**config.mk**
```make
export PLATFORM = sky130hd
export DESIGN_NAME = radio_repeater_controller_flat
export DESIGN_NICKNAME = d
export VERILOG_FILES = /design/src/sv/rrc_pkg.sv /design/src/sv/rrc_if.sv /design/src/sv/radio_repeater_controller.sv /design/src/flat_wrapper.sv
export SDC_FILE = /design/constraint.sdc
export NUM_CORES = 1
export LEC_CHECK = 0
export BUFFER_PORTS_ARGS = -buffer_cell sky130_fd_sc_hd__buf_2
export CORE_ASPECT_RATIO = 0.7
export CORE_MARGIN = 5
export CORE_UTILIZATION = 56
export CTS_CLUSTER_DIAMETER = 50
export CTS_CLUSTER_SIZE = 14
export DETAILED_ROUTE_END_ITERATION = 10
export HOLD_SLACK_MARGIN = 0.03
export PLACE_DENSITY_LB_ADDON = 0.15
export SETUP_SLACK_MARGIN = 0.05
export SLEW_MARGIN = 30
export SYNTH_ARGS = -nofsm -noshare
export SYNTH_HDL_FRONTEND = slang
export SYNTH_SLANG_ARGS = --single-unit
export TNS_END_PERCENT = 5
```
**constraint.sdc**
```tcl
create_clock -name i_clk -period 16.3 [get_ports i_clk]
set_input_delay 2.445 -clock i_clk [delete_from_list [all_inputs] [get_ports i_clk]]
set_output_delay 2.445 -clock i_clk [all_outputs]
set_load 0.05 [all_outputs]
```
**src/sv/rrc_pkg.sv**
```systemverilog
`default_nettype none
package rrc_pkg;

    localparam int CFG_W     = 24;
    localparam int CFG_IDX_W = 3;
    localparam int TIME_W    = 32;
    localparam int TONE_W    = 16;

    localparam logic [CFG_IDX_W-1:0] CFG_TAIL_TIMEOUT = 3'd0;
    localparam logic [CFG_IDX_W-1:0] CFG_ID_PERIOD    = 3'd1;
    localparam logic [CFG_IDX_W-1:0] CFG_MAX_TALK     = 3'd2;
    localparam logic [CFG_IDX_W-1:0] CFG_MIN_TONE     = 3'd3;
    localparam logic [CFG_IDX_W-1:0] CFG_TONE_TIMEOUT = 3'd4;
    localparam logic [CFG_IDX_W-1:0] CFG_TONE_ENABLE  = 3'd5;

    localparam logic [CFG_W-1:0]  RST_TAIL_TIMEOUT = 24'd10000;
    localparam logic [CFG_W-1:0]  RST_ID_PERIOD    = 24'd600000;
    localparam logic [CFG_W-1:0]  RST_MAX_TALK     = 24'd300000;
    localparam logic [TONE_W-1:0] RST_MIN_TONE     = 16'd200;
    localparam logic [CFG_W-1:0]  RST_TONE_TIMEOUT = 24'd10000;

    localparam logic [2:0] SND_NONE     = 3'd0;
    localparam logic [2:0] SND_CANCEL   = 3'd1;
    localparam logic [2:0] SND_STARTUP  = 3'd2;
    localparam logic [2:0] SND_IDENT    = 3'd3;
    localparam logic [2:0] SND_COURTESY = 3'd4;
    localparam logic [2:0] SND_SIGNOFF  = 3'd5;
    localparam logic [2:0] SND_LONG     = 3'd6;
    localparam logic [2:0] SND_INACTIVE = 3'd7;

    typedef enum logic [4:0] {
        MODE_IDLE     = 5'b00001,
        MODE_TONEWAIT = 5'b00010,
        MODE_TONEMEAS = 5'b00100,
        MODE_TALK     = 5'b01000,
        MODE_TAIL     = 5'b10000
    } t_mode;

    typedef struct packed {
        logic              tx_on;
        logic [2:0]        sound_code;
        logic              id_before_sound;
        logic              announce_request;
        logic              session_end;
        logic [TIME_W-1:0] session_ms;
    } t_result;

endpackage
`default_nettype wire

```
**src/sv/rrc_if.sv**
```systemverilog
`default_nettype none
interface rrc_in_if;
    logic valid;
    logic ready;
    logic squelch_open;
    logic tone_present;

    modport source (output valid, output squelch_open, output tone_present, input ready);
    modport sink (input valid, input squelch_open, input tone_present, output ready);
endinterface

interface rrc_out_if;
    logic        valid;
    logic        ready;
    logic        tx_on;
    logic [2:0]  sound_code;
    logic        id_before_sound;
    logic        announce_request;
    logic        session_end;
    logic [31:0] session_ms;

    modport source (
        output valid, output tx_on, output sound_code, output id_before_sound,
        output announce_request, output session_end, output session_ms, input ready
    );
    modport sink (
        input valid, input tx_on, input sound_code, input id_before_sound,
        input announce_request, input session_end, input session_ms, output ready
    );
endinterface
`default_nettype wire

```
**src/sv/radio_repeater_controller.sv**
```systemverilog
`default_nettype none
// A result is registered in r_out, or in the skid entry r_skd while r_out waits.
// Throughput: one item per cycle while r_skd is empty; state updates in one pass.
// A two-entry result buffer lets one item enter while a result waits downstream.
// Reset is synchronous and active low: mode goes to idle, all timers clear and the
// configuration registers return to their default values.
module radio_repeater_controller (
    input  wire logic                              i_clk,
    input  wire logic                              i_rst_n,
    input  wire logic                              i_cfg_we,
    input  wire logic [rrc_pkg::CFG_IDX_W-1:0]     i_cfg_idx,
    input  wire logic [rrc_pkg::CFG_W-1:0]         i_cfg_data,
    rrc_in_if.sink                                 i_in,
    rrc_out_if.source                              o_out
);
    import rrc_pkg::*;

    logic [CFG_W-1:0]  r_tail_to, r_id_period, r_max_talk, r_tone_to;
    logic [TONE_W-1:0] r_min_tone;
    logic              r_tone_en;

    t_mode             r_mode, n_mode;
    logic [TIME_W-1:0] r_now, r_last, n_last, r_open, n_open, r_phase, n_phase;
    logic              r_prev_sq, r_prev_tone;

    t_result           r_out, r_skd, n_res;
    logic              r_out_v, r_skd_v;

    logic              accept, pop, sq, tone, changed, timed;
    logic [TIME_W-1:0] now1, elapsed, limit, diff_ident, diff_open;
    logic [CFG_W-1:0]  lim_sel;
    logic              id_late, open_late;

    assign sq     = i_in.squelch_open;
    assign tone   = i_in.tone_present;
    assign accept = i_in.valid && i_in.ready;
    assign pop    = r_out_v && o_out.ready;

    assign i_in.ready             = !r_skd_v;
    assign o_out.valid            = r_out_v;
    assign o_out.tx_on            = r_out.tx_on;
    assign o_out.sound_code       = r_out.sound_code;
    assign o_out.id_before_sound  = r_out.id_before_sound;
    assign o_out.announce_request = r_out.announce_request;
    assign o_out.session_end      = r_out.session_end;
    assign o_out.session_ms       = r_out.session_ms;

    always_ff @(posedge i_clk) begin
        if (!i_rst_n) begin
            r_tail_to   <= RST_TAIL_TIMEOUT;
            r_id_period <= RST_ID_PERIOD;
            r_max_talk  <= RST_MAX_TALK;
            r_min_tone  <= RST_MIN_TONE;
            r_tone_to   <= RST_TONE_TIMEOUT;
            r_tone_en   <= 1'b1;
        end else if (i_cfg_we) begin
            case (i_cfg_idx)
                CFG_TAIL_TIMEOUT: r_tail_to   <= i_cfg_data;
                CFG_ID_PERIOD:    r_id_period <= i_cfg_data;
                CFG_MAX_TALK:     r_max_talk  <= i_cfg_data;
                CFG_MIN_TONE:     r_min_tone  <= i_cfg_data[TONE_W-1:0];
                CFG_TONE_TIMEOUT: r_tone_to   <= i_cfg_data;
                CFG_TONE_ENABLE:  r_tone_en   <= i_cfg_data[0];
                default: begin
                end
            endcase
        end
    end

    assign now1       = r_now + 1'b1;
    assign changed    = (sq != r_prev_sq) || (tone != r_prev_tone);
    assign elapsed    = (&r_phase) ? r_phase : r_phase + 1'b1;
    assign diff_ident = now1 - r_last;
    assign diff_open  = now1 - r_open;
    assign id_late    = diff_ident > {{(TIME_W-CFG_W){1'b0}}, r_id_period};
    assign open_late  = diff_open > {{(TIME_W-CFG_W){1'b0}}, r_id_period};

    always_comb begin
        timed   = 1'b1;
        lim_sel = r_max_talk;
        case (r_mode)
            MODE_TONEMEAS: lim_sel = r_tone_to;
            MODE_TALK:     lim_sel = r_max_talk;
            MODE_TAIL:     lim_sel = r_tail_to;
            default:       timed   = 1'b0;
        endcase
        limit = (lim_sel == '0) ? TIME_W'(1) : {{(TIME_W-CFG_W){1'b0}}, lim_sel};
    end

    always_comb begin
        n_mode  = r_mode;
        n_last  = r_last;
        n_open  = r_open;
        n_phase = elapsed;
        n_res   = '0;
        if (changed) begin
            n_phase = '0;
            case (r_mode)
                MODE_TONEWAIT: begin
                    n_mode = (sq && tone) ? MODE_TONEMEAS : MODE_IDLE;
                end
                MODE_TONEMEAS: begin
                    if (elapsed > {{(TIME_W-TONE_W){1'b0}}, r_min_tone}) begin
                        n_open           = now1;
                        n_mode           = MODE_TALK;
                        n_res.sound_code = SND_CANCEL;
                    end else begin
                        n_mode = MODE_IDLE;
                    end
                end
                MODE_TALK: begin
                    if (!sq) begin
                        n_mode = MODE_TAIL;
                        if (r_last == '0) begin
                            n_last           = TIME_W'(1);
                            n_res.sound_code = SND_STARTUP;
                        end else if (id_late) begin
                            n_last           = now1;
                            n_res.sound_code = SND_IDENT;
                        end else begin
                            n_res.sound_code = SND_COURTESY;
                        end
                    end
                end
                default: begin
                    if (sq) begin
                        if (r_last != '0) begin
                            n_mode           = MODE_TALK;
                            n_res.sound_code = SND_CANCEL;
                        end else if (r_tone_en) begin
                            n_mode = tone ? MODE_TONEMEAS : MODE_TONEWAIT;
                        end else begin
                            n_last           = TIME_W'(1);
                            n_open           = now1;
                            n_mode           = MODE_TALK;
                            n_res.sound_code = SND_CANCEL;
                        end
                    end else if (r_mode != MODE_TAIL) begin
                        n_mode = MODE_IDLE;
                    end
                end
            endcase
        end else if (timed && (elapsed >= limit)) begin
            n_phase = '0;
            if (r_mode == MODE_TONEMEAS) begin
                n_mode = MODE_IDLE;
            end else begin
                n_res.session_end = 1'b1;
                n_res.session_ms  = diff_open;
                n_last            = '0;
                n_mode            = MODE_IDLE;
                if (r_mode == MODE_TALK) begin
                    n_res.id_before_sound = id_late;
                    n_res.sound_code      = SND_LONG;
                end else if (r_last <= TIME_W'(1)) begin
                    n_res.sound_code = SND_INACTIVE;
                end else begin
                    n_res.announce_request = open_late;
                    n_res.sound_code       = SND_SIGNOFF;
                end
            end
        end
        n_res.tx_on = (n_mode == MODE_TALK) || (n_mode == MODE_TAIL);
    end

    always_ff @(posedge i_clk) begin
        if (!i_rst_n) begin
            r_mode      <= MODE_IDLE;
            r_now       <= '0;
            r_last      <= '0;
            r_open      <= '0;
            r_phase     <= '0;
            r_prev_sq   <= 1'b0;
            r_prev_tone <= 1'b0;
        end else if (accept) begin
            r_mode      <= n_mode;
            r_now       <= now1;
            r_last      <= n_last;
            r_open      <= n_open;
            r_phase     <= n_phase;
            r_prev_sq   <= sq;
            r_prev_tone <= tone;
        end
    end

    always_ff @(posedge i_clk) begin
        if (!i_rst_n) begin
            r_out_v <= 1'b0;
            r_skd_v <= 1'b0;
        end else if (r_skd_v) begin
            if (pop) begin
                r_out   <= r_skd;
                r_skd_v <= 1'b0;
            end
        end else if (!r_out_v || pop) begin
            r_out_v <= accept;
            if (accept) begin
                r_out <= n_res;
            end
        end else if (accept) begin
            r_skd   <= n_res;
            r_skd_v <= 1'b1;
        end
    end

    a_skd_implies_out: assert property (@(posedge i_clk) disable iff (!i_rst_n)
        r_skd_v |-> r_out_v) else $error("skid entry held without an output entry");

    a_skd_moves_up: assert property (@(posedge i_clk) disable iff (!i_rst_n)
        (r_skd_v && pop) |=> (r_out == $past(r_skd)))
        else $error("skid entry lost when output was taken");

    a_accept_fills: assert property (@(posedge i_clk) disable iff (!i_rst_n)
        (accept && !r_out_v) |=> r_out_v) else $error("accepted item produced no result");

    a_end_goes_idle: assert property (@(posedge i_clk) disable iff (!i_rst_n)
        (accept && n_res.session_end) |=> (r_mode == MODE_IDLE && r_last == '0))
        else $error("session closed but controller not idle");

endmodule
`default_nettype wire
```
**src/flat_wrapper.sv**
```systemverilog
// flat-port wrapper written by rule: the top's interface ports become plain ports
module radio_repeater_controller_flat import rrc_pkg::*;
  (i_clk, i_rst_n, i_cfg_we, i_cfg_idx, i_cfg_data, i_in_valid, i_in_squelch_open, i_in_tone_present, i_in_ready, o_out_valid, o_out_tx_on, o_out_sound_code, o_out_id_before_sound, o_out_announce_request, o_out_session_end, o_out_session_ms, o_out_ready);
  rrc_in_if i_in_i ();
  rrc_out_if o_out_i ();
  input  wire logic i_clk;
  input  wire logic i_rst_n;
  input  wire logic i_cfg_we;
  input  wire logic [rrc_pkg::CFG_IDX_W-1:0] i_cfg_idx;
  input  wire logic [rrc_pkg::CFG_W-1:0] i_cfg_data;
  input wire logic [$bits(i_in_i.valid)-1:0] i_in_valid;
  input wire logic [$bits(i_in_i.squelch_open)-1:0] i_in_squelch_open;
  input wire logic [$bits(i_in_i.tone_present)-1:0] i_in_tone_present;
  output wire logic [$bits(i_in_i.ready)-1:0] i_in_ready;
  output wire logic [$bits(o_out_i.valid)-1:0] o_out_valid;
  output wire logic [$bits(o_out_i.tx_on)-1:0] o_out_tx_on;
  output wire logic [$bits(o_out_i.sound_code)-1:0] o_out_sound_code;
  output wire logic [$bits(o_out_i.id_before_sound)-1:0] o_out_id_before_sound;
  output wire logic [$bits(o_out_i.announce_request)-1:0] o_out_announce_request;
  output wire logic [$bits(o_out_i.session_end)-1:0] o_out_session_end;
  output wire logic [$bits(o_out_i.session_ms)-1:0] o_out_session_ms;
  input wire logic [$bits(o_out_i.ready)-1:0] o_out_ready;
  assign i_in_i.valid = i_in_valid;
  assign i_in_i.squelch_open = i_in_squelch_open;
  assign i_in_i.tone_present = i_in_tone_present;
  assign i_in_ready = i_in_i.ready;
  assign o_out_valid = o_out_i.valid;
  assign o_out_tx_on = o_out_i.tx_on;
  assign o_out_sound_code = o_out_i.sound_code;
  assign o_out_id_before_sound = o_out_i.id_before_sound;
  assign o_out_announce_request = o_out_i.announce_request;
  assign o_out_session_end = o_out_i.session_end;
  assign o_out_session_ms = o_out_i.session_ms;
  assign o_out_i.ready = o_out_ready;
  radio_repeater_controller u_core (.i_clk(i_clk), .i_rst_n(i_rst_n), .i_cfg_we(i_cfg_we), .i_cfg_idx(i_cfg_idx), .i_cfg_data(i_cfg_data), .i_in(i_in_i), .o_out(o_out_i));
endmodule
```
==> key figures, run 1 <==
Power and ir drop
  – PwrDens: just under 90 nW/um^2
  – Peak VDD IR: between 0.07 and 0.08 mV
  – Static leakage: around 9 nW

Yosys
  – Ys async rst share: 0%
  – Number of flops mapped to enable cells by yosys: 78
  – Yosys top cell area share: 24.5%
  – Main synth FF type: dfxtp_1
  – Top post-synthesis cells by count: nand2_1, dfxtp_1, inv_1
  – Seq/Total Area, Yosys: between 30% and 40%
  – Unique masters post-synth: 80
  – Synth Warn #: 0
  – Synthesized area per cell: around 8 um^2
  – Cell taking the most area after synthesis: dfxtp_1
  – Post-Syn Instances: around 2,500
  – Syn nets: 2,667
  – Synth area leaders: dfxtp_1, edfxtp_1, ha_1, nand2_1, a21boi_0
  – Synthesized area: around 20,000 um^2
  – #FFs+latches synth: roughly 330
  – Top-count cell post-synth: nand2_1

Finish
  – Area occupied by multi-input gates: roughly 12,000 um^2
  – Share of layout cells above drive strength 1: 8.14%
  – Fill count: 3,191
  – Register area: approximately 7300 um^2
  – Final #Nets: 2,670
  – Finished layout cell area: about 22,000 um^2
  – Layout area overhead: 9.57%

Setup path
  – Crit path max-delay cell type: o31ai_1
  – Crit path max fanout: 18
  – Crit end category: flop
  – Crit path max-delay family: simple AND/OR/NAND/NOR gates
  – Cell mode on critical path: ha_1
  – Worst EP arrival: around 8.5 ns
  – Worst EP required: 16.69 ns
  – WS Path Type: flop to flop
  – Worst Setup EP: u_core.r_last[24]
  – Max incr delay on CP: ~0.72 ns
  – Critical path buffers and inverters: 1
  – Setup crit start: u_core.r_now[0]
  – Worst flop-to-flop path endpoint: u_core.r_last[24]
  – Critical path startpoint category: flop
  – Reg2reg setup slack: ~8 ns
  – Reg2reg start: u_core.r_now[0]
  – Crit path depth: 28
  – Reg2reg path depth: 28

Floorplanning
  – Die W: 238 um
  – Area of the die: 40,500 um^2
  – IO Pins: 75
  – Chip Height: 170 um
  – Initial Utilization: 56.7%
  – Core area: 36,000 um^2
  – Row count: between 50 and 60

Timing
  – Worst slew margin relative to its limit: between 30% and 40%
  – Fin worst setup slack: slightly above 8 ns
  – Worst-Margin Slew: 0.953 ns
  – Final hold viol count: 0
  – Share of the clock period used by the worst path: approximately 50%
  – Final min period: a little over 8 ns
  – Fmax: between 100 and 150 MHz
  – Setup repair after global routing missed its margin: false
  – # setup viols final: 0
  – Clock Skews: ~0.018 ns
  – Slew Limit Fails: 0
  – Setup TNS: 0 ns

Clocking
  – Worst-path clk slew: 0.06 ns
  – Num CTS Buffers: 36
  – H-tree depth: 2
  – TritonCTS Sinks: about 330
  – Root Buffer: clkbuf_16
  – Worst-Skew Late Latency: 0.55 ns
  – CTS tree: built
  – Post-cts gate resize count: 0
  – Clock buffer depth: 3
  – Post-CTS Setup Repair Bufs: 0
  – Post-CTS Hold Buffers: 0

Route
  – First DRT Iteration DRCs: between 2,000 and 2,500
  – Post-route DRC: 0
  – Post-route antenna net violation count: 0
  – DRT Pass-1 Iters: 6
  – Vias per cell: ~6
  – Per-cell routed wire length: slightly above 20 um
  – Wirelength, routed: between 60,000 and 70,000 um
  – Vias: 18,400

Global routing
  – Largest net degree at the start of global routing: between 100 and 150
  – Vias in the first global route: roughly 17,000
  – First-pass GRT wire length: 94,700 um
  – GRT Overall Usage: 29.3%
  – Grt total ovfl: 0
  – Initial antenna violation count: 0

Placed design
  – Placer Congestion: roughly 1.0
  – IO Port Bufs: 74
  – Placed Instance Area: 21,100 um^2
  – DP Worst Slack: between 8 and 9 ns
  – Post-DP HPWL: between 40,000 and 50,000 um

Worst hold path
  – Hold path startpoint: u_core.r_open[22]
  – Hold Path Class: flop to flop

Status
  – Outcome: completed

Job
  – Max-cap viol count: 0
## stage by stage
step / cells / total power [mW] / util [%] / hold slack, ns
4_1_cts: 2987 / 1.98 / 62.1 / 0.451
3_5_place_dp: 2924 / 1.11 / 58.7 / 0.441
6_report: 2988 / 1.97 / 62.2 / 0.447
3_3_place_gp: 2922 / 1.10 / 58.5 / 0.436
5_1_grt: 2987 / 2.04 / 62.2 / 0.470
2_1_floorplan: 2479 / 1.04 / - / 0.428
## worst reg2reg max path, delay by kind of cell (launching register included)
kind	cells	cell delay (ns)
simple gates	12	3.33
compound gates	10	2.46
fa+ha+maj	3	0.90
xor+xnor	2	0.52
flops	1	0.50
buf+inv	1	0.27
## metal layers
| layer | track usage [%] | vias to the layer above | part of all wire (%) |
|---|---|---|---|
| met1 | 48.4 | 8800 | 50 |
| met2 | 38.5 | 802 | 38 |
| met5 | 0 | - | 0 |
| met4 | 5.11 | 0 | 1.4 |
| met3 | 6.74 | 65 | 11 |
| li1 | - | 8769 | - |
## area by class of cell
type                       count  area share (%)
multi-input combinational   1857            53.6
sequential                   328            32.8
clock buffer                  44            4.20
inverter                     165            2.77
tap                          480            2.68
timing repair buffer          94            2.48
clock inverter                19            1.38
antenna                        1          0.0112
## registers in the layout, summed over array words and instances (netlist names), 3 cells and up
| register | flops |
|---|---|
| u_core.r_mode | 5 |
| u_core.o_out.sound_code | 3 |
| u_core.o_out.session_ms | 32 |
| u_core.r_min_tone | 16 |
| u_core.r_open | 32 |
| u_core.r_tail_to | 24 |
| u_core.r_last | 32 |
| u_core.r_id_period | 24 |
| u_core.r_skd | 39 |
| u_core.r_max_talk | 24 |
| u_core.r_tone_to | 24 |
| u_core.r_now | 32 |
| u_core.r_phase | 32 |
## worst min path at each step
stage	endpoint	cells after the start
after detailed placement	u_core.r_open[22]	2
after floorplan	u_core.r_open[16]	2
after CTS	u_core.r_open[22]	2
final	u_core.r_open[22]	2
after global placement	u_core.r_open[22]	2
after global routing	u_core.r_open[23]	2
## report_power, final
| part | internal, mW | switching (mW) |
|---|---|---|
| registers | 0.844 | 0.00692 |
| clock network | 0.503 | 0.367 |
| logic | 0.0853 | 0.165 |
| total | 1.43 | 0.540 |
## cell usage in the layout, fill, tap and decap left out, types with 12 or more instances in the layout
cell	n
clkbuf_16	36
buf_2	73
and3_1	35
a31oi_1	14
a211oi_1	12
dfxtp_1	250
inv_1	164
a21o_1	40
buf_4	17
nand3_1	108
a21oi_1	123
and2_1	47
nand4_1	46
nor2_1	100
xnor2_1	93
nand2_1	421
xor2_1	41
or3_1	18
edfxtp_1	78
o21ai_0	106
nor4_1	14
nor3_1	34
mux2_2	15
o22ai_1	33
a22o_1	24
nand2b_1	15
a21boi_0	116
or2_2	13
o211ai_1	23
o21a_1	12
and4_1	17
nor2b_1	29
o31ai_1	27
ha_1	152
## logic make-up after synthesis
logic type,Yosys count,share of synthesized area (%)
adder cells (fa/ha/maj),154,9.51
XOR/XNOR,134,5.75
AO/OA/AOI/OAI,613,20.2
flip-flops,328,36.0
AND/OR/NAND/NOR,938,22.1
multiplexers,18,0.974
buffers and inverters,294,5.49
Note: power is estimated with default switching activity, not from simulation.
==> run 2: changes to the inputs <==
ABC_AREA = 1   (was default)
clock period = 6.7 ns   (was 16.3 ns; I/O delays follow)
==> run 2 against run 1 <==
Sequential power increased to 2.5 times the previous value. Wire length increased by 3.0%. Worst setup slack got worse by 7.0 ns. Fmax increased by 46%. Non-clock buffer count decreased by 2. Design area decreased by 0.30%. First-iteration DRC count increased by 14%. Global-route usage increased by 1.0 points. Critical path depth decreased by 3. Synthesized area increased by 0.36%.
==> key figures, run 2 <==
Floorplanning
  – Area of the die: 40,600 um^2 (+0.34%)
  – Row count: 58 (unchanged)
  – IO Pins: 75 (unchanged)
  – Initial Utilization: 56.9% (+0.20 points)
  – Chip Height: 170 um (+0.16%)
  – Die W: 239 um (+0.17%)
  – Core area: 36,000 um^2 (unchanged)

Yosys
  – #FFs+latches synth: 328 (unchanged)
  – Syn nets: 3,097 (+16%)
  – Top post-synthesis cells by count: nand2_1, nor2_1, inv_1
  – Synth area leaders: dfxtp_1, nand2_1, edfxtp_1, ha_1, nor2_1
  – Main synth FF type: dfxtp_1
  – Ys async rst share: 0% (unchanged)
  – Top-count cell post-synth: nand2_1
  – Post-Syn Instances: 2,909 (+17%)
  – Cell taking the most area after synthesis: dfxtp_1
  – Number of flops mapped to enable cells by yosys: 78 (unchanged)
  – Unique masters post-synth: 55 (-31%)
  – Synthesized area per cell: 7.05 um^2 (-14%)
  – Seq/Total Area, Yosys: 35.8% (-0.13 points)
  – Yosys top cell area share: 24.4% (-0.087 points)
  – Synthesized area: 20,500 um^2 (+0.36%)
  – Synth Warn #: 0 (unchanged)

Timing
  – Share of the clock period used by the worst path: 83.4% (+33 points)
  – # setup viols final: 0 (unchanged)
  – Worst slew margin relative to its limit: 33.2% (-2.6 points)
  – Fmax: 179 MHz (+46%)
  – Final min period: 5.59 ns (-2.56 ns)
  – Setup repair after global routing missed its margin: false
  – Clock Skews: 0.0318 ns (+0.0138 ns)
  – Slew Limit Fails: 0 (unchanged)
  – Setup TNS: 0 ns (unchanged)
  – Final hold viol count: 0 (unchanged)
  – Worst-Margin Slew: 1.00 ns (+0.0473 ns)

Clocking
  – H-tree depth: 2 (unchanged)
  – Clock buffer depth: 3 (unchanged)
  – Worst-path clk slew: 0.07 ns (about the same)
  – Root Buffer: clkbuf_16
  – Post-CTS Setup Repair Bufs: 0 (unchanged)
  – CTS tree: built
  – Post-CTS Hold Buffers: 0 (unchanged)
  – Num CTS Buffers: 34 (-5.6%)
  – TritonCTS Sinks: 328 (unchanged)
  – Worst-Skew Late Latency: 0.56 ns (about the same)
  – Post-cts gate resize count: 0 (unchanged)

Power and ir drop
  – Static leakage: 10.4 nW (+16%)
  – PwrDens: 255 nW/um^2 (+190%)
  – Final Power: 5.68 mW (+190%)
  – Peak VDD IR: 0.146 mV (+86%)

Placed design
  – Post-DP HPWL: 48,000 um (+5.4%)
  – Placer Congestion: 0.998 (-0.72%)
  – IO Port Bufs: 74 (unchanged)

Route
  – Post-route antenna net violation count: 0 (unchanged)
  – Post-route DRC: 0 (unchanged)
  – DRT Pass-1 Iters: 7 (+1)
  – Vias per cell: 5.75 (-6.9%)
  – Per-cell routed wire length: 18.3 um (-11%)
  – Wirelength, routed: 63,100 um (+3.0%)
  – First DRT Iteration DRCs: 2,412 (+14%)
  – Vias: 19,800 (+7.3%)

Worst hold path
  – Endpoint, Worst Hold: u_core.r_max_talk[13]
  – Worst Hold Depth: 2 (unchanged)
  – Hold Path Class: flop to flop
  – Hold path startpoint: u_core.r_max_talk[13]

Finish
  – Antenna Cells: 0 (-1)
  – Top reg by flops: u_core.r_skd
  – Layout area overhead: 8.86%
  – Commonest cells after routing, fill and taps aside: nand2_1, nor2_1, inv_1, a21oi_1, dfxtp_1
  – Area occupied by multi-input gates: 11,300 um^2 (-5.5%)
  – Share of layout cells above drive strength 1: 6.11% (-2.0 points)
  – Commonest non-fill, non-tap cell in the layout: nand2_1
  – Fill count: 3,268 (+2.4%)
  – Max FFs per register: 39 (unchanged)
  – Final #Nets: 3,129 (+17%)
  – Register area: 7350 um^2 (about the same)

Global routing
  – Initial antenna violation count: 0 (unchanged)
  – Largest net degree at the start of global routing: 96 (-11%)
  – Grt total ovfl: 0 (unchanged)
  – GRT Overall Usage: 30.3% (+1.0 points)
  – Vias in the first global route: 17,700 (+5.8%)
  – First-pass GRT wire length: 98,700 um (+4.2%)

Setup path
  – Worst EP arrival: 6.00 ns (-2.54 ns)
  – Reg2reg setup slack: 1.11 ns (-7.04 ns)
  – Critical path startpoint category: flop
  – Reg2reg path depth: 25 (-11%)
  – Worst flop-to-flop path endpoint: u_core.r_last[22]
  – Reg2reg start: u_core.r_now[0]
  – Crit path max fanout: 63 (+45)
  – Worst EP required: 7.11 ns (-9.58 ns)
  – Crit end category: flop
  – WS Path Type: flop to flop
  – Setup crit start: u_core.r_now[0]

Status
  – Outcome: completed

Job
  – Max-cap viol count: 0 (unchanged)
-- run 2: cell count changes after synthesis, sizes merged, moves of 67 or more --
cell    change
a21oi     +136
inv       +202
nand2     +245
nor2      +272
xnor2      -67
o21ai     +148
a21boi    -114
-- run 2: worst max path at each step --
stage                                               end  slack, ns  cells past startpoint
final                                 u_core.r_last[22]       1.11                     25
after global routing                  u_core.r_last[22]       0.41                     29
after CTS                             u_core.r_last[14]       1.18                     29
after detailed placement              u_core.r_last[14]       1.20                     29
after global placement                u_core.r_last[13]       1.41                     29
after floorplan           u_core.o_out.announce_request       2.02                      5
-- run 2: layout make-up --
type,instances,share of cell area [%]
multi-input combinational,2117,50.8
sequential,328,32.9
inverter,368,6.19
clock buffer,40,3.91
tap,480,2.69
timing repair buffer,92,2.44
clock inverter,17,0.998
-- run 2: kinds of logic (layout without fill, tap and decap cells) --
family                   after synthesis  count (layout)  share of synthesized area, %
AO/OA/AOI/OAI                        624             624                          16.6
XOR/XNOR                              96              96                          4.10
adder cells (fa/ha/maj)              154             154                          9.47
buffers and inverters                464             517                          8.92
flip-flops                           328             328                          35.8
multiplexers                           1               1                        0.0549
AND/OR/NAND/NOR                     1242            1242                          25.0
-- run 2: critical path, cell delays in order (launching register included) --
cell     delay, ns
dfxtp_1       0.45
ha_1          0.21
nand2_1       0.09
nor2_2        0.21
nand4_1       0.16
xor2_1        0.69
ha_1          0.32
nand2_1       0.12
nor2_1        0.22
nand2_1       0.07
o21ai_0       0.35
a31oi_1       0.17
xor2_1        0.22
inv_1         0.07
ha_1          0.30
nand4_1       0.10
nor3_1        0.20
nand2_1       0.08
nand2_1       0.06
nand2_1       0.05
nand3_1       0.06
nor2_1        0.07
nand4_2       0.13
nand3_4       0.50
o21ai_0       0.45
nor2_1        0.06
-- run 2: layer usage --
metal | wire [um] | share of wire [%] | track usage, % | vias to the layer above
li1 | - | - | - | 9617
met1 | 30600 | 49 | 49.7 | 9117
met2 | 23700 | 38 | 40.2 | 968
met3 | 7820 | 12 | 6.79 | 75
met4 | 917 | 1.5 | 5.89 | 0
met5 | 0 | 0 | 0 | -
-- run 2: stage by stage --
step           worst slack [ns]  instance area [um^2]  utilization, %  hold slack (ns)  std cells
6_report                   1.11                 22300            62.0            0.459       3442
5_1_grt                   0.412                 22300            62.0            0.471       3442
4_1_cts                    1.18                 22300            62.0            0.461       3442
3_5_place_dp               1.20                 21200            58.9            0.449       3385
3_3_place_gp               1.41                 21200            58.9            0.438       3384
2_1_floorplan              2.02                 20500               -            0.429       2909
-- run 2: report_power, final --
part           internal, mW  switching (mW)
registers              2.11          0.0467
clock network          1.04           0.868
logic                 0.527            1.10
